`src/rtl/core/srs_pkg.sv`:
```
// ----------------------------------------------------------------------------
// srs_pkg
// Types, constants and helpers shared by the sequence read summary block.
// ----------------------------------------------------------------------------
package srs_pkg;

	// Saturation limit of the position and of every counter
	localparam longint unsigned MAX_LEN = 64'd65535;
	localparam int CNT_W = $clog2(MAX_LEN + 64'd1);

	// Depth of the queue between front and back
	localparam int QUEUE_DEPTH = 4;
	localparam int QPTR_W = $clog2(QUEUE_DEPTH);
	localparam int QCNT_W = $clog2(QUEUE_DEPTH + 1);

	localparam int SYM_W = 8;
	localparam int FIG_W = 16;

	localparam logic [SYM_W-1:0] CHAR_A = 8'h41;
	localparam logic [SYM_W-1:0] CHAR_C = 8'h43;
	localparam logic [SYM_W-1:0] CHAR_G = 8'h47;
	localparam logic [SYM_W-1:0] CHAR_T = 8'h54;
	localparam logic [SYM_W-1:0] CHAR_N = 8'h4E;

	localparam logic [SYM_W-1:0] GAP_FIRST_RST  = 8'h2D;
	localparam logic [SYM_W-1:0] GAP_SECOND_RST = 8'h2E;

	// Configuration register indexes
	typedef enum logic [0:0] {
		CFG_GAP_FIRST  = 1'b0,
		CFG_GAP_SECOND = 1'b1
	} cfg_index_t;

	typedef logic [CNT_W-1:0] cnt_t;
	localparam cnt_t MAX_CNT = CNT_W'(MAX_LEN);

	typedef struct packed {
		logic [SYM_W-1:0] symbol;
		logic             has_symbol;
		logic             last;
	} item_t;

	typedef struct packed {
		logic [FIG_W-1:0] start_pos;
		logic [FIG_W-1:0] end_pos;
		logic [FIG_W-1:0] base_count;
		logic [FIG_W-1:0] ambiguous_count;
		logic [FIG_W-1:0] longest_run;
		logic [FIG_W-1:0] n_count;
	} result_t;

	// Classified word passed from front to back
	typedef struct packed {
		logic [SYM_W-1:0] symbol;
		logic             has_symbol;
		logic             last;
		logic             is_gap;
		logic             is_acgt;
		logic             is_n;
	} class_word_t;

	function automatic cnt_t sat_inc(input cnt_t v);
		cnt_t r;
		if (v >= MAX_CNT) begin
			r = MAX_CNT;
		end else begin
			r = v + cnt_t'(1);
		end
		return r;
	endfunction

	function automatic logic [FIG_W-1:0] to_fig(input cnt_t v);
		return FIG_W'(v);
	endfunction

endpackage

```
`src/rtl/core/srs_front.sv`:
```
// ----------------------------------------------------------------------------
// srs_front
// Holds the gap characters, accepts items and classifies each character.
// ----------------------------------------------------------------------------
module srs_front (
	input  logic                clk,
	input  logic                arst_n,
	input  logic                cfg_we,
	input  logic                cfg_index,
	input  logic [7:0]          cfg_data,
	input  logic                item_valid,
	output logic                item_stall,
	input  srs_pkg::item_t      item,
	input  logic                queue_full,
	output logic                push,
	output srs_pkg::class_word_t push_word
);
	import srs_pkg::*;

	logic [SYM_W-1:0] gap_first_q;
	logic [SYM_W-1:0] gap_second_q;
	cfg_index_t       cfg_sel;

	assign cfg_sel = cfg_index_t'(cfg_index);

	always_ff @(posedge clk or negedge arst_n) begin
		if (!arst_n) begin
			gap_first_q  <= GAP_FIRST_RST;
			gap_second_q <= GAP_SECOND_RST;
		end else if (cfg_we) begin
			unique case (cfg_sel)
				CFG_GAP_FIRST:  gap_first_q  <= cfg_data;
				CFG_GAP_SECOND: gap_second_q <= cfg_data;
				default: ;
			endcase
		end
	end

	assign item_stall = queue_full;
	assign push       = item_valid && !queue_full;

	always_comb begin
		push_word.symbol     = item.symbol;
		push_word.has_symbol = item.has_symbol;
		push_word.last       = item.last;
		push_word.is_gap     = (item.symbol == gap_first_q) || (item.symbol == gap_second_q);
		push_word.is_acgt    = (item.symbol == CHAR_A) || (item.symbol == CHAR_C) ||
		                       (item.symbol == CHAR_G) || (item.symbol == CHAR_T);
		push_word.is_n       = (item.symbol == CHAR_N);
	end

endmodule

```
`src/rtl/core/srs_queue.sv`:
```
// ----------------------------------------------------------------------------
// srs_queue
// Short first-in first-out queue of classified words between front and back.
// ----------------------------------------------------------------------------
module srs_queue (
	input  logic                 clk,
	input  logic                 arst_n,
	input  logic                 push,
	input  srs_pkg::class_word_t push_word,
	output logic                 full,
	input  logic                 pop,
	output logic                 not_empty,
	output srs_pkg::class_word_t pop_word
);
	import srs_pkg::*;

	class_word_t       entry_q [QUEUE_DEPTH];
	logic [QPTR_W-1:0] wr_ptr_q;
	logic [QPTR_W-1:0] rd_ptr_q;
	logic [QCNT_W-1:0] count_q;

	assign full      = (count_q == QCNT_W'(QUEUE_DEPTH));
	assign not_empty = (count_q != '0);
	assign pop_word  = entry_q[rd_ptr_q];

	always_ff @(posedge clk) begin
		if (push) begin
			entry_q[wr_ptr_q] <= push_word;
		end
	end

	always_ff @(posedge clk or negedge arst_n) begin
		if (!arst_n) begin
			wr_ptr_q <= '0;
			rd_ptr_q <= '0;
			count_q  <= '0;
		end else begin
			if (push) begin
				wr_ptr_q <= (wr_ptr_q == QPTR_W'(QUEUE_DEPTH - 1)) ? '0 : wr_ptr_q + QPTR_W'(1);
			end
			if (pop) begin
				rd_ptr_q <= (rd_ptr_q == QPTR_W'(QUEUE_DEPTH - 1)) ? '0 : rd_ptr_q + QPTR_W'(1);
			end
			case ({push, pop})
				2'b10:   count_q <= count_q + QCNT_W'(1);
				2'b01:   count_q <= count_q - QCNT_W'(1);
				default: count_q <= count_q;
			endcase
		end
	end

	a_no_overflow: assert property (@(posedge clk) disable iff (!arst_n)
		full |-> !push)
		else $error("queue written while full");

	a_no_underflow: assert property (@(posedge clk) disable iff (!arst_n)
		!not_empty |-> !pop)
		else $error("queue read while empty");

	a_count_bound: assert property (@(posedge clk) disable iff (!arst_n)
		count_q <= QCNT_W'(QUEUE_DEPTH))
		else $error("queue count beyond depth");

endmodule

```
`src/rtl/core/srs_back.sv`:
```
// ----------------------------------------------------------------------------
// srs_back
// Keeps the running counters and registers the summary on the last word.
// ----------------------------------------------------------------------------
module srs_back (
	input  logic                 clk,
	input  logic                 arst_n,
	input  logic                 not_empty,
	input  srs_pkg::class_word_t pop_word,
	output logic                 pop,
	output logic                 result_valid,
	input  logic                 result_stall,
	output srs_pkg::result_t     result
);
	import srs_pkg::*;

	cnt_t             pos_q, first_pos_q, last_pos_q, bases_q, amb_q, n_q, run_q, best_q;
	logic             first_seen_q;
	logic [SYM_W-1:0] prev_q;

	cnt_t             pos_d, first_pos_d, last_pos_d, bases_d, amb_d, n_d, run_d, best_d;
	logic             first_seen_d;
	logic [SYM_W-1:0] prev_d;

	logic             out_free;
	logic             result_valid_q;
	result_t          result_q;
	result_t          summary;

	// A non-last word never waits on the output register
	assign out_free = !result_valid_q || !result_stall;
	assign pop      = not_empty && (!pop_word.last || out_free);

	always_comb begin
		pos_d        = pos_q;
		first_seen_d = first_seen_q;
		first_pos_d  = first_pos_q;
		last_pos_d   = last_pos_q;
		bases_d      = bases_q;
		amb_d        = amb_q;
		n_d          = n_q;
		prev_d       = prev_q;
		run_d        = run_q;
		best_d       = best_q;
		if (pop_word.has_symbol) begin
			pos_d = sat_inc(pos_q);
			if (!pop_word.is_gap) begin
				if (!first_seen_q) begin
					first_seen_d = 1'b1;
					first_pos_d  = pos_d;
				end
				last_pos_d = pos_d;
				if (bases_q != '0 && pop_word.symbol == prev_q) begin
					run_d = sat_inc(run_q);
				end else begin
					run_d = cnt_t'(1);
				end
				if (run_d > best_q) begin
					best_d = run_d;
				end
				prev_d  = pop_word.symbol;
				bases_d = sat_inc(bases_q);
				if (!pop_word.is_acgt) begin
					amb_d = sat_inc(amb_q);
				end
				if (pop_word.is_n) begin
					n_d = sat_inc(n_q);
				end
			end
		end

		if (pos_d == '0) begin
			summary.start_pos = '0;
			summary.end_pos   = '0;
		end else if (!first_seen_d) begin
			summary.start_pos = FIG_W'(1);
			summary.end_pos   = FIG_W'(1);
		end else begin
			summary.start_pos = to_fig(first_pos_d);
			summary.end_pos   = to_fig(last_pos_d);
		end
		summary.base_count      = to_fig(bases_d);
		summary.ambiguous_count = to_fig(amb_d);
		summary.longest_run     = to_fig(best_d);
		summary.n_count         = to_fig(n_d);
	end

	always_ff @(posedge clk or negedge arst_n) begin
		if (!arst_n) begin
			pos_q        <= '0;
			first_seen_q <= 1'b0;
			first_pos_q  <= '0;
			last_pos_q   <= '0;
			bases_q      <= '0;
			amb_q        <= '0;
			n_q          <= '0;
			prev_q       <= '0;
			run_q        <= '0;
			best_q       <= '0;
		end else if (pop) begin
			if (pop_word.last) begin
				// drop the per-sequence state once the summary is taken
				pos_q        <= '0;
				first_seen_q <= 1'b0;
				first_pos_q  <= '0;
				last_pos_q   <= '0;
				bases_q      <= '0;
				amb_q        <= '0;
				n_q          <= '0;
				prev_q       <= '0;
				run_q        <= '0;
				best_q       <= '0;
			end else begin
				pos_q        <= pos_d;
				first_seen_q <= first_seen_d;
				first_pos_q  <= first_pos_d;
				last_pos_q   <= last_pos_d;
				bases_q      <= bases_d;
				amb_q        <= amb_d;
				n_q          <= n_d;
				prev_q       <= prev_d;
				run_q        <= run_d;
				best_q       <= best_d;
			end
		end
	end

	always_ff @(posedge clk or negedge arst_n) begin
		if (!arst_n) begin
			result_valid_q <= 1'b0;
		end else if (pop && pop_word.last) begin
			result_valid_q <= 1'b1;
		end else if (!result_stall) begin
			result_valid_q <= 1'b0;
		end
	end

	always_ff @(posedge clk) begin
		if (pop && pop_word.last) begin
			result_q <= summary;
		end
	end

	assign result_valid = result_valid_q;
	assign result       = result_q;

	a_first_seen_bases: assert property (@(posedge clk) disable iff (!arst_n)
		first_seen_q == (bases_q != '0))
		else $error("first non-gap flag out of step with base count");

	a_count_order: assert property (@(posedge clk) disable iff (!arst_n)
		(n_q <= amb_q) && (amb_q <= bases_q))
		else $error("N or ambiguous count exceeds base count");

	a_run_bound: assert property (@(posedge clk) disable iff (!arst_n)
		(run_q <= best_q) && (best_q <= bases_q))
		else $error("run length exceeds base count");

	a_no_result_overwrite: assert property (@(posedge clk) disable iff (!arst_n)
		(result_valid_q && result_stall) |-> !(pop && pop_word.last))
		else $error("summary overwritten while waiting");

endmodule

```
`src/rtl/core/sequence_read_summary.sv`:
```
// ----------------------------------------------------------------------------
// sequence_read_summary
// Running summary of an aligned nucleotide sequence, one character a word.
// ----------------------------------------------------------------------------
// Takes one character word per clock cycle. A word with last set yields one
// summary word; the last word is registered in the queue and is then taken
// straight into the result register once that register is free, which drives
// the result port. A four-word queue separates the classifying front from the
// counter back, so the input keeps flowing while a summary waits on a stalled
// result port; the input stalls only when that queue is full. Counters
// saturate at the package limit and no clearing pass follows reset. Write the
// gap characters only while no sequence is in flight.
module sequence_read_summary (
	input  logic               clk,
	input  logic               arst_n,
	input  logic               cfg_we,
	input  logic               cfg_index,
	input  logic [7:0]         cfg_data,
	input  logic               item_valid,
	output logic               item_stall,
	input  srs_pkg::item_t     item,
	output logic               result_valid,
	input  logic               result_stall,
	output srs_pkg::result_t   result
);
	import srs_pkg::*;

	logic        push;
	logic        pop;
	logic        queue_full;
	logic        not_empty;
	class_word_t push_word;
	class_word_t pop_word;

	srs_front u_front (
		.clk        (clk),
		.arst_n     (arst_n),
		.cfg_we     (cfg_we),
		.cfg_index  (cfg_index),
		.cfg_data   (cfg_data),
		.item_valid (item_valid),
		.item_stall (item_stall),
		.item       (item),
		.queue_full (queue_full),
		.push       (push),
		.push_word  (push_word)
	);

	srs_queue u_queue (
		.clk       (clk),
		.arst_n    (arst_n),
		.push      (push),
		.push_word (push_word),
		.full      (queue_full),
		.pop       (pop),
		.not_empty (not_empty),
		.pop_word  (pop_word)
	);

	srs_back u_back (
		.clk          (clk),
		.arst_n       (arst_n),
		.not_empty    (not_empty),
		.pop_word     (pop_word),
		.pop          (pop),
		.result_valid (result_valid),
		.result_stall (result_stall),
		.result       (result)
	);

endmodule

```
`config.mk`:
```
export PLATFORM = sky130hd
export DESIGN_NAME = sequence_read_summary
export DESIGN_NICKNAME = d
export VERILOG_FILES = /design/src/rtl/core/srs_pkg.sv /design/src/rtl/core/srs_front.sv /design/src/rtl/core/srs_queue.sv /design/src/rtl/core/srs_back.sv /design/src/rtl/core/sequence_read_summary.sv
export SDC_FILE = /design/constraint.sdc
export NUM_CORES = 1
export LEC_CHECK = 0
export ABC_AREA = 1
export BUFFER_PORTS_ARGS = -buffer_cell sky130_fd_sc_hd__buf_2
export CORE_ASPECT_RATIO = 1.25
export CORE_MARGIN = 2
export CORE_UTILIZATION = 45
export DETAILED_ROUTE_END_ITERATION = 10
export PLACE_DENSITY_LB_ADDON = 0.3
export SLEW_MARGIN = 10
export SYNTH_ARGS = -nofsm -noshare
export SYNTH_HDL_FRONTEND = slang
export SYNTH_SLANG_ARGS = --single-unit
```
`constraint.sdc`:
```
create_clock -name clk -period 4.61 [get_ports clk]
set_input_delay 0.2305 -clock clk [delete_from_list [all_inputs] [get_ports clk]]
set_output_delay 0.2305 -clock clk [all_outputs]
set_load 0.03 [all_outputs]
```
# == After elaboration in Yosys (flattened, before gate mapping) ==
# Memory sizes are Yosys's and may differ from the RTL's.
# Cells that the tools add are included.
# classes
add_sub_neg,9
n_mul,0
n_div,0
n_lt_le_gt_ge,6
eq_ne,15
shift,0
n_mux,49
n_bitwise,2
reduce_logical,23
# op_table
operator,count
2-to-1 mux 16 bit,35
adder 16 x 1 -> 16 bit (second input constant),5
>= comparator 16 bit (second input constant),5
equality test 8 x 7 -> 1 bit (second input constant),5
equality test 8 bit,3
2-to-1 mux 8 bit,3
2-to-1 mux 17 bit,1
> comparator 16 bit,1
zero test 16 bit,1
nonzero test 16 bit,1
2-to-1 mux 1 bit,7
equality test 2 bit (second input constant),3
logical OR 1 bit,6
one-hot mux 3 bit (2 select lines),1
adder 2 x 1 -> 2 bit (second input constant),2
logical AND 1 bit,4
zero test 1 bit,4
2-to-1 mux 2 bit,2
!= test 2 x 1 -> 1 bit (second input constant),2
AND reduction 2 bit,2
nonzero test 2 bit,2
adder 3 x 1 -> 3 bit (second input constant),1
equality test 3 bit (second input constant),1
AND reduction 3 bit,1
5 further kinds,6
# word_totals
ff_bits,257
latch_bits,0
ram_bits,52
rom_bits,0
in_bits,24
output_inout_bits,98
mem_count,1
# mem_list
memory,depth,word_bits,read_ports,rd_ports_with_merged_regs,wr,line_no,rtl
u_queue.entry_q,4,13,1,0,1,srs_queue.sv:17,class_word_t entry_q [QUEUE_DEPTH];

# == Longest topological paths before layout ==
# Gate-level depths: netlist (run 1).
# An unclocked memory read counts as a cell.
# depth
depth_word,11
depth_mapped,27
depth_no_buf,24

# == Hierarchy ==
# Synthesis (run 1) repeated with hierarchy kept, for this count alone.
# hier_totals
hier_cells,1711
area_unflattened_um2,15852.7
# by_module_without_submodules
module,instances,cells_each,area_per_inst_um2
srs_back,1,1358,12255.5
srs_queue,1,205,2563.7
srs_front,1,148,1033.5

# == Least setup slack after synthesis (run 1) ==
# No wires, ideal clock.
# synth_timing
path_kind,flip-flop to flip-flop
from,reg u_queue.rd_ptr_q[0]
to,"reg u_back.result_q, in the netlist u_back.result[0], enable pin"
setup_ns,0.450
arrival_ns,3.017
t_required_ns,4.160
setup_slack_ns,1.143
stages_incl_launch_ff,11
path_buffers,1
synth_period_minus_slack_ns,3.467
cell_sequence,dfrtp_1 > buf_6 > nand2_1 > nand3_1 > nand2_1 > inv_2 > nand3_1 > nand2_1 > inv_2 > nand2_1 > inv_1
# synth_between
elab_chain_cells,5
# synth_rtl
element,line_no,rtl
from (decl),srs_queue.sv:19,logic [QPTR_W-1:0] rd_ptr_q;
from (signal assigned),srs_queue.sv:42,rd_ptr_q <= (rd_ptr_q == QPTR_W'(QUEUE_DEPTH - 1)) ? '0 : rd_ptr_q + QPTR_W'(1);
memory read (4 x 13 bit) *,-,
zero test 1 bit,srs_back.sv:32,assign pop = not_empty && (!pop_word.last || out_free);
logical OR 1 bit,srs_back.sv:32,
logical AND 1 bit,srs_back.sv:32,
logical AND 1 bit *,srs_back.sv:139,if (pop && pop_word.last) begin
to (signal assigned),srs_back.sv:140,result_q <= summary;
to (decl),srs_back.sv:27,result_t result_q;
# Mark *: on every way between the ends. The rest lies on a longest branch, timed or not.
# A chain may end at the register's enable or synchronous reset.

# == Worst setup path in the final report (run 1) ==
# layout_timing
from,reg u_queue.rd_ptr_q[0]
to,"reg u_back.result_q, in the netlist u_back.result[18] (data pin)"
# layout_between
elab_chain_cells,10
# layout_rtl
element,line_no,rtl
memory read (4 x 13 bit) *,-,
equality test 8 bit,srs_back.sv:53,if (bases_q != '0 && pop_word.symbol == prev_q) begin
logical AND 1 bit,srs_back.sv:53,
2-to-1 mux 16 bit,srs_back.sv:53,
2-to-1 mux 16 bit,srs_back.sv:47,if (!pop_word.is_gap) begin
2-to-1 mux 16 bit,srs_back.sv:45,if (pop_word.has_symbol) begin
> comparator 16 bit,srs_back.sv:58,if (run_d > best_q) begin
2-to-1 mux 16 bit,srs_back.sv:58,
2-to-1 mux 16 bit,srs_back.sv:47,
2-to-1 mux 16 bit *,srs_back.sv:45,
via u_back.best_d[2],srs_back.sv:21,"cnt_t pos_d, first_pos_d, last_pos_d, bases_d, amb_d, n_d, run_d, best_d;"
# Mark *: on every way through the listed nets, which the timed path passes. The rest lies on a longest branch. The select of a mux whose other input is x is not followed.

==> results of run 1 <==
==> worst register-to-register path: cells and delay by family, from the launching register on <==
family	cells	cell delay, ns
flops	1	0.39
fa+ha+maj	1	0.24
xor+xnor	1	0.15
compound gates	2	0.13
simple gates	11	1.75
buf+inv	5	1.00
==> power by group <==
part	internal, mW	leakage [nW]	switching [mW]	total [mW]
Combinational	1.23	4.20	3.85	5.08
Sequential	3.94	3.58	0.327	4.27
Clock	1.35	0.479	1.09	2.44
==> per-stage QoR <==
step / hold WS, ns / util, %
finish: 0.207 / 51.8
global route: 0.238 / 51.8
CTS: 0.170 / 51.8
detailed placement: 0.388 / 48.4
global placement: 0.380 / 48.4
floorplan: -0.0651 / -
==> area by class of cell <==
type / count / area, µm²
inverters: 243 / 915
fillers: 3251 / 16600
flip-flops and latches: 309 / 8480
multi-input cells: 1166 / 5950
well taps: 468 / 586
clock buffers: 35 / 791
clock inverters: 23 / 183
repair buffers: 156 / 925
==> layer usage <==
layer  wire length (µm)  part of all wire, %  vias up
li1                   -                    -     6070
met2              18600                   51      263
met1              15700                   43     5838
met4               1010                  2.8        0
met5                  0                    0        -
met3               1430                  3.9       55
==> layout by cell type (no fill, tap or decap), types with 32 or more instances in the layout <==
master and count:
o22ai_1 52, nand2_1 472, dfrtp_1 153, inv_1 232, buf_2 120, nor2_1 135
nand4_1 32, o21ai_0 110, nand3_1 134, edfxtp_1 148
==> sequential cells by signal, summed over array words and instances, names as in the netlist <==
| signal | count |
|---|---|
| u_back.n_q | 16 |
| u_back.run_q | 16 |
| u_front.gap_second_q | 8 |
| u_back.best_q | 16 |
| u_back.bases_q | 16 |
| u_back.result | 96 |
| u_queue.entry_q | 52 |
| u_back.first_seen_q | 1 |
| u_back.prev_q | 8 |
| u_back.first_pos_q | 16 |
| u_back.result_valid | 1 |
| u_back.pos_q | 16 |
| u_queue.wr_ptr_q | 2 |
| u_front.gap_first_q | 8 |
| u_back.amb_q | 16 |
| u_queue.rd_ptr_q | 2 |
| u_queue.count_q | 3 |
| u_back.last_pos_q | 16 |
==> worst paths after layout <==
kind,from,endpoint,cells after the start
worst min register to register,u_queue.count_q[0]$_DFFE_PN0P_,u_queue.count_q[0]$_DFFE_PN0P_,1
min in group asynchronous,arst_n,u_back.first_pos_q[7]$_DFFE_PN0P_,2
worst max-delay path,u_queue.rd_ptr_q[0]$_DFFE_PN0P_,u_back.result[18]$_DFFE_PP_,20
worst min-delay path,cfg_index,u_front.gap_second_q[2]$_DFFE_PN1P_,4
worst max register to register,u_queue.rd_ptr_q[0]$_DFFE_PN0P_,u_back.result[18]$_DFFE_PP_,20
max in group asynchronous,arst_n,u_back.run_q[13]$_DFFE_PN0P_,3
==> timing repair <==
action	in CTS	in global routing
hold buffers	20	0
setup endpoints to repair	0	0
resized for setup	0	0
endpoints found under the hold margin	141	0
==> cell families after synthesis <==
logic type | after synthesis | share of synthesized area, %
xor gates and xnor gates | 39 | 2.17
buffers and inverters | 303 | 8.24
muxes | 3 | 0.191
AOI/OAI and AO/OA | 215 | 7.60
and+or+nand+nor | 880 | 25.4
adders and majority gates | 29 | 2.36
DFF | 309 | 54.0
==> impl_metrics.py, run 1 <==
metrics = {
    "status": {
        "status": "completed",
    },
    "sta": {
        "finalHoldViolCount": 0,
        "worst_slew_pin_slew_ns": 1.20,
        "setup_viol": 0,
        "fin_crit_sh_pct": 84.6,
        "min_period_ns": 3.90,
        "setup_ws_ns": 0.709,
        "rsz0062_at_grt": "no",
        "slew_violations": 0,
        "fin_setup_tns_ns": 0,
        "timing.fmax_ghz": 0.256,
        "slew_headroom_pct": 19.5,
        "skew_ns": 0.0247,
    },
    "synthesis": {
        "ys_seq_elements": 309,
        "yosysSeqAreaShare_pct": 54.0,
        "synthCells": 1778,
        "synthDistinctLibCells": 47,
        "synth_commonest_cells": "nand2_1, inv_1, dfrtp_1",
        "synth_area_leader_cell": "edfxtp_1",
        "yosysTopAreaCellShare_pct": 28.3,
        "synth.most_common_cell": "nand2_1",
        "syn_area_um2": 15700,
        "syn-num-nets": 1831,
        "synth_edf_count": 148,
        "syn_area_per_cell_um2": 8.84,
        "yosys_warnings": 0,
        "ys_top_cells_by_area": "edfxtp_1, dfrtp_1, nand2_1",
        "synthFlopType": "dfrtp_1",
        "async_flop_share_pct": 52.1,
    },
    "global_route": {
        "busiest_layer": "met2",
        "grt_max_degree": 87,
        "grt_overflow_total": 0,
        "use_met2_pct": 36.5,
        "use_met1_pct": 25.3,
        "grt_use_total_pct": 20.5,
        "grt_pass1_vias": 12300,
        "grt_pass1_wl_um": 60100,
        "antenna_found_initial": 0,
        "globalRouteMet3Util_pct": 2.72,
    },
    "clocking": {
        "htree_levels": 1,
        "clk_latency_ns": 0.59,
        "root_buffer": "clkbuf_16",
        "cts_tree": "done",
        "post-cts-setup-buffer-count": 0,
        "clk_pin_slew_worst_paths_ns": 0.07,
        "cts_buffer_depth": 3,
        "cts.sinks": 309,
        "numCtsBuffers": 31,
    },
    "power_and_ir_drop": {
        "p_per_area_nw_per_um2": 661,
        "total_power_mw": 11.8,
        "p_leak_nw": 8.27,
        "ir_worst_vdd_v": 0.000435,
    },
    "drt": {
        "wl_per_cell_um": 15.3,
        "first_iter_violations": 756,
        "first_pass_iters": 5,
        "vias": 12200,
        "routed_wl_um": 36700,
        "ant_nets": 0,
        "viasPerCell": 5.09,
        "drc": 0,
    },
    "place": {
        "post-dp-hpwl_um": 24900,
        "numPortBuffers": 121,
        "gp_congestion": 0.887,
        "dp_slack_ns": 0.752,
        "place_area_um2": 16600,
        "place_inst": 2322,
    },
    "floorplanning": {
        "dieWidth_um": 171,
        "rows": 76,
        "start_util_pct": 45.6,
        "die_height_um": 213,
        "die_area_um2": 36400,
        "core_um2": 34400,
        "io-pin-count": 122,
    },
    "critical_path": {
        "cp.required_ns": 4.94,
        "critPathCaptureType": "flip-flop",
        "cp_common_cell": "nand2_1",
        "critical_path_class": "flip-flop to flip-flop",
        "crit_chain": "inv_2 > nand2_1 > nand3_1 > nand2_1 > xor2_1 > nand2_1 > nor2_4 > buf_4 > nand3_4 > inv_1 > ha_1 > nand2_1 > inv_1 > nand2_1 > a21oi_1 > nor3_1 > a21oi_4 > inv_2 > nand2_1 > and2_1",
        "cp_max_fo": 27,
        "max_stage_delay_ns": 0.45,
        "arrival_ns": 4.23,
        "critPathBufInv": 5,
        "path_delay_family": "simple AND/OR/NAND/NOR gates",
        "reg2reg_slack_ns": 0.71,
        "critical-path-slowest-cell": "nor2_4",
        "worstSetupStartpointType": "flip-flop",
    },
    "min_path": {
        "holdCritPathClass": "input pin to flip-flop",
    },
    "layout": {
        "num-nets-final": 1960,
        "fin_cells": 2400,
        "fin_area_um2": 17800,
        "drive_gt1_share_pct": 13.6,
        "area_growth_pct": 13.5,
        "n_antenna_cell": 0,
    },
    "flow_run": {
        "drv_cap": 0,
    },
}
No activity file was read; power rests on OpenSTA's default activity.
==> run 2: changes to the inputs <==
==> constraint.sdc (replaced) <==
create_clock -name clk -period 3.2 [get_ports clk]
set_input_delay 0.16 -clock clk [delete_from_list [all_inputs] [get_ports clk]]
set_output_delay 0.16 -clock clk [all_outputs]
set_load 0.03 [all_outputs]
==> impl_metrics.py, run 2 (synthesis gave the netlist of run 1 again) <==
metrics = {
    "sta": {
        "slew_violations": 0,
        "hold_slack_ns": 0.0700,
        "finalHoldViolCount": 0,
        "fin_setup_tns_ns": -0.507,
        "rsz0062_at_grt": "yes",
        "setup_viol": 16,
        "worst_slew_pin_slew_ns": 0.770,
        "slew_headroom_pct": 48.7,
        "min_period_ns": 3.26,
        "timing.fmax_ghz": 0.306,
        "setup_ws_ns": -0.0627,
        "skew_ns": 0.00852,
        "fin_crit_sh_pct": 102,
    },
    "drt": {
        "first_pass_iters": 6,
        "wl_per_cell_um": 15.3,
        "viasPerCell": 5.13,
        "first_iter_violations": 837,
        "vias": 12700,
        "drc": 0,
        "routed_wl_um": 38000,
        "ant_nets": 0,
    },
    "layout": {
        "fin_cells": 2476,
        "area_growth_pct": 20.7,
        "fin_util_pct": 55.1,
        "largest_reg_flops": 96,
        "fin_area_um2": 19000,
        "multiInputGateArea_um2": 6240,
        "seqCellArea_um2": 8480,
        "mostFrequentLayoutCells": "nand2_1, inv_1, dfrtp_1, edfxtp_1, nor2_1",
        "final_common_cell": "nand2_1",
        "drive_gt1_share_pct": 21.0,
        "n_antenna_cell": 0,
        "nFillCells": 3071,
        "num-nets-final": 2036,
    },
    "clocking": {
        "cts_buffer_depth": 3,
        "htree_levels": 1,
        "cts.sinks": 309,
        "root_buffer": "clkbuf_16",
        "clk_pin_slew_worst_paths_ns": 0.07,
        "clk_latency_ns": 0.58,
        "cts_tree": "done",
        "numCtsBuffers": 31,
    },
    "place": {
        "place_area_um2": 17200,
        "gp_congestion": 0.920,
        "post-dp-hpwl_um": 26300,
        "place_inst": 2386,
        "numPortBuffers": 121,
        "dp_slack_ns": -0.112,
    },
    "floorplanning": {
        "start_util_pct": 45.6,
        "die_area_um2": 36400,
        "die_height_um": 213,
        "core_um2": 34400,
        "io-pin-count": 122,
        "rows": 76,
        "dieWidth_um": 171,
    },
    "global_route": {
        "grt_pass1_wl_um": 61600,
        "grt_pass1_vias": 12500,
        "antenna_found_initial": 0,
        "grt_max_degree": 67,
        "grt_overflow_total": 0,
        "grt_use_total_pct": 21.1,
    },
    "power_and_ir_drop": {
        "p_per_area_nw_per_um2": 946,
        "ir_worst_vdd_v": 0.000601,
        "total_power_mw": 17.9,
        "p_leak_nw": 8.72,
    },
    "critical_path": {
        "cp.required_ns": 3.54,
        "arrival_ns": 3.60,
        "critPathCaptureType": "flip-flop",
        "cp_max_fo": 8,
        "critical_path_class": "flip-flop to flip-flop",
        "worstSetupStartpointType": "flip-flop",
    },
    "flow_run": {
        "drv_cap": 0,
    },
    "min_path": {
        "holdCritPathClass": "input pin to async pin",
    },
    "status": {
        "status": "finished, violations left",
        "violations": "setup timing",
    },
}
[run 2: path summary, 6_finish.rpt]
path | start | to | slack [ns] | depth (start not counted)
min in group clk | item_valid | u_queue.wr_ptr_q[1]$_DFFE_PN0P_ | 0.11 | 4
min reg2reg | u_queue.count_q[0]$_DFFE_PN0P_ | u_queue.count_q[0]$_DFFE_PN0P_ | 0.48 | 1
min | arst_n | u_back.bases_q[10]$_DFFE_PN0P_ | 0.07 | 2
max reg2reg | u_queue.rd_ptr_q[0]$_DFFE_PN0P_ | u_back.result[31]$_DFFE_PP_ | -0.06 | 23
max | u_queue.rd_ptr_q[0]$_DFFE_PN0P_ | u_back.result[31]$_DFFE_PP_ | -0.06 | 23
max in group asynchronous | arst_n | u_front.gap_second_q[3]$_DFFE_PN1P_ | 2.31 | 3
[run 2: metal layers]
| metal | up-vias | global-route usage, % | share of wire, % |
|---|---|---|---|
| li1 | 6240 | - | - |
| met1 | 6067 | 26.2 | 41 |
| met2 | 296 | 37.2 | 50 |
| met3 | 90 | 2.52 | 4.5 |
| met4 | 0 | 8.88 | 3.8 |
| met5 | - | 0 | 0 |
[run 2: critical path, stage by stage, from the launching register on]
cell     delay [ns]
dfrtp_2        0.47
buf_6          0.17
nand2_1        0.06
nand3_1        0.08
nand2_2        0.09
xor2_1         0.17
nor2_2         0.06
nand2_2        0.11
nor2_8         0.06
buf_12         0.15
buf_4          0.14
nand3_4        0.06
inv_2          0.04
ha_1           0.27
nand2_1        0.07
nor2_2         0.12
nand2_1        0.08
nand3_2        0.07
nand2_2        0.07
a21oi_4        0.24
buf_6          0.14
buf_12         0.11
nand2_1        0.08
and2_1         0.14
[run 2: layout make-up]
cell class | instances | share of cell area, %
multi-input cells | 1166 | 32.9
repair inverters | 1 | 0.0858
repair buffers | 231 | 8.73
inverters | 243 | 4.94
clock inverters | 22 | 1.19
well taps | 468 | 3.09
flip-flops and latches | 309 | 44.7
clock buffers | 36 | 4.29
[run 2: what timing repair did]
item / in CTS / in global routing
hold buffers: 20 / 0
resized for setup: 17 / 94
pin swaps: 2 / 33
cloned: 4 / 1
setup endpoints to repair: 16 / 36
endpoints found under the hold margin: 210 / 0
setup buffers: 5 / 2
[run 2: report_power, final]
part           internal [mW]  leakage (nW)  switching [mW]
Sequential              5.67          3.58           0.456
Clock                   2.15         0.514            1.56
Combinational           2.30          4.62            5.80
Total                   10.1          8.72            7.82
==> run 3: changes to the inputs <==
--- a/config.mk
+++ b/config.mk
@@ -11,7 +11,7 @@
 export CORE_MARGIN = 2
 export CORE_UTILIZATION = 45
 export DETAILED_ROUTE_END_ITERATION = 10
-export PLACE_DENSITY_LB_ADDON = 0.3
+export PLACE_DENSITY = 0.7
 export SLEW_MARGIN = 10
 export SYNTH_ARGS = -nofsm -noshare
 export SYNTH_HDL_FRONTEND = slang
==> impl_metrics.py, run 3 (synthesis gave the netlist of run 1 again) <==
metrics = {
    "status": {
        "status": "finished, violations left",
        "violations": "setup timing",
    },
    "drt": {
        "wl_per_cell_um": 15.9,
        "routed_wl_um": 39500,
        "ant_nets": 0,
        "vias": 13000,
        "viasPerCell": 5.21,
        "drc": 0,
        "first_pass_iters": 7,
        "first_iter_violations": 975,
    },
    "power_and_ir_drop": {
        "p_leak_nw": 8.87,
        "ir_worst_vdd_v": 0.000755,
        "p_per_area_nw_per_um2": 964,
    },
    "sta": {
        "skew_ns": 0.0187,
        "setup_viol": 32,
        "worst_slew_pin_slew_ns": 0.861,
        "finalHoldViolCount": 0,
        "slew_violations": 0,
        "timing.fmax_ghz": 0.292,
        "rsz0062_at_grt": "yes",
        "slew_headroom_pct": 41.8,
        "min_period_ns": 3.42,
        "fin_crit_sh_pct": 107,
        "setup_ws_ns": -0.223,
    },
    "place": {
        "post-dp-hpwl_um": 25700,
        "dp_slack_ns": -0.271,
        "gp_congestion": 0.901,
        "numPortBuffers": 121,
    },
    "clocking": {
        "root_buffer": "clkbuf_16",
        "clk_pin_slew_worst_paths_ns": 0.06,
        "cts.sinks": 309,
        "cts_tree": "done",
        "htree_levels": 1,
        "numCtsBuffers": 31,
        "cts_buffer_depth": 3,
        "clk_latency_ns": 0.58,
    },
    "layout": {
        "final_common_cell": "nand2_1",
        "n_antenna_cell": 0,
        "mostFrequentLayoutCells": "nand2_1, inv_1, dfrtp_1, edfxtp_1, nor2_1",
        "fin_util_pct": 56.1,
        "nFillCells": 2972,
        "drive_gt1_share_pct": 22.6,
        "num-nets-final": 2049,
        "area_growth_pct": 22.9,
        "largest_reg_flops": 96,
    },
    "global_route": {
        "grt_pass1_vias": 12600,
        "antenna_found_initial": 0,
        "grt_pass1_wl_um": 62100,
        "grt_use_total_pct": 21.2,
        "grt_max_degree": 96,
        "grt_overflow_total": 0,
    },
    "floorplanning": {
        "die_area_um2": 36400,
        "io-pin-count": 122,
        "die_height_um": 213,
        "dieWidth_um": 171,
        "core_um2": 34400,
        "start_util_pct": 45.6,
        "rows": 76,
    },
    "critical_path": {
        "critical_path_class": "flip-flop to flip-flop",
        "worstSetupStartpointType": "flip-flop",
        "cp.required_ns": 3.53,
        "arrival_ns": 3.75,
        "critPathCaptureType": "flip-flop",
        "cp_max_fo": 8,
    },
    "flow_run": {
        "drv_cap": 0,
    },
    "min_path": {
        "holdCritPathClass": "input pin to flip-flop",
    },
}
run 3: changes by cell type in the layout (fill, tap and decap cells not counted), moves of 4 or more:
cell,delta
buf_6,+5
nand3_1,-11
and2_1,-5
clkbuf_1,+5
and2_4,+5
clkinv_2,-4
nand2_1,-9
nand2_4,+8
buf_4,+9
nand3_2,+8
run 3: stage by stage:
step	hold slack (ns)	power (mW)	cells	instance area (µm²)	TNS, ns
4_1_cts	0.0920	18.2	2476	18800	-0.656
3_3_place_gp	0.239	13.6	2381	17200	-1.07
2_1_floorplan	-0.136	11.6	1778	15700	0
3_5_place_dp	0.243	13.8	2381	17200	-5.54
6_report	0.118	18.6	2489	19300	-4.93
5_1_grt	0.182	19.7	2489	19300	-9.37
run 3: report_power, final:
group / internal (mW) / total (mW) / switching, mW
sequential: 5.67 / 6.14 / 0.464
combinational: 2.49 / 8.52 / 6.03
clock: 2.39 / 3.96 / 1.57
total: 10.6 / 18.6 / 8.06
run 3: layout make-up:
cell class              count  area (µm²)  share of cell area (%)
clock inverters            15         239                    1.24
well taps                 468         586                    3.03
multi-input cells        1166        6440                    33.4
repair buffers            244        1760                    9.09
clock buffers              43         872                    4.52
repair inverters            1        6.26                  0.0324
inverters                 243         926                    4.79
flip-flops and latches    309        8480                    43.9
run 3: what timing repair did:
item,in CTS,in global routing
buffers inserted,14,13
gates resized for setup,48,104
endpoints found under the hold margin,117,0
cloned,3,0
endpoints found under the setup margin,32,32
hold buffers,20,0
pin swaps,21,26
run 3: final timing paths:
kind / from / end / slack (ns) / cells past startpoint
setup / recovery: u_queue.rd_ptr_q[0]$_DFFE_PN0P_ / u_back.result[23]$_DFFE_PP_ / -0.22 / 23
hold / removal: item_valid / u_queue.wr_ptr_q[1]$_DFFE_PN0P_ / 0.12 / 4
setup reg to reg: u_queue.rd_ptr_q[0]$_DFFE_PN0P_ / u_back.result[23]$_DFFE_PP_ / -0.22 / 23
hold reg to reg: u_back.best_q[13]$_DFFE_PN0P_ / u_back.best_q[13]$_DFFE_PN0P_ / 0.47 / 2
max in group asynchronous: arst_n / u_back.pos_q[6]$_DFFE_PN0P_ / 2.27 / 3
min in group asynchronous: arst_n / u_back.best_q[14]$_DFFE_PN0P_ / 0.20 / 2
run 3: metal layers:
metal,wire [µm],part of all wire (%),track usage [%]
met2,20200,51,37.9
met4,1420,3.6,8.85
met1,15900,40,25.9
met3,2040,5.2,2.61
met5,0,0,0
run 3: critical path: stages (launching register included):
cell      delay (ns)
dfrtp_2         0.43
clkinv_4        0.11
buf_4           0.15
nand2_1         0.08
nand3_2         0.11
nand3_2         0.10
o21ai_2         0.06
nor2_2          0.15
nand2_4         0.09
nor2_8          0.17
buf_6           0.13
buf_16          0.12
nand3_4         0.07
inv_2           0.07
ha_4            0.13
nand2_1         0.07
nor2_1          0.16
nor2_1          0.08
nand3_2         0.08
nand2_2         0.06
a21oi_4         0.31
buf_6           0.21
nand2_1         0.08
and2_1          0.13
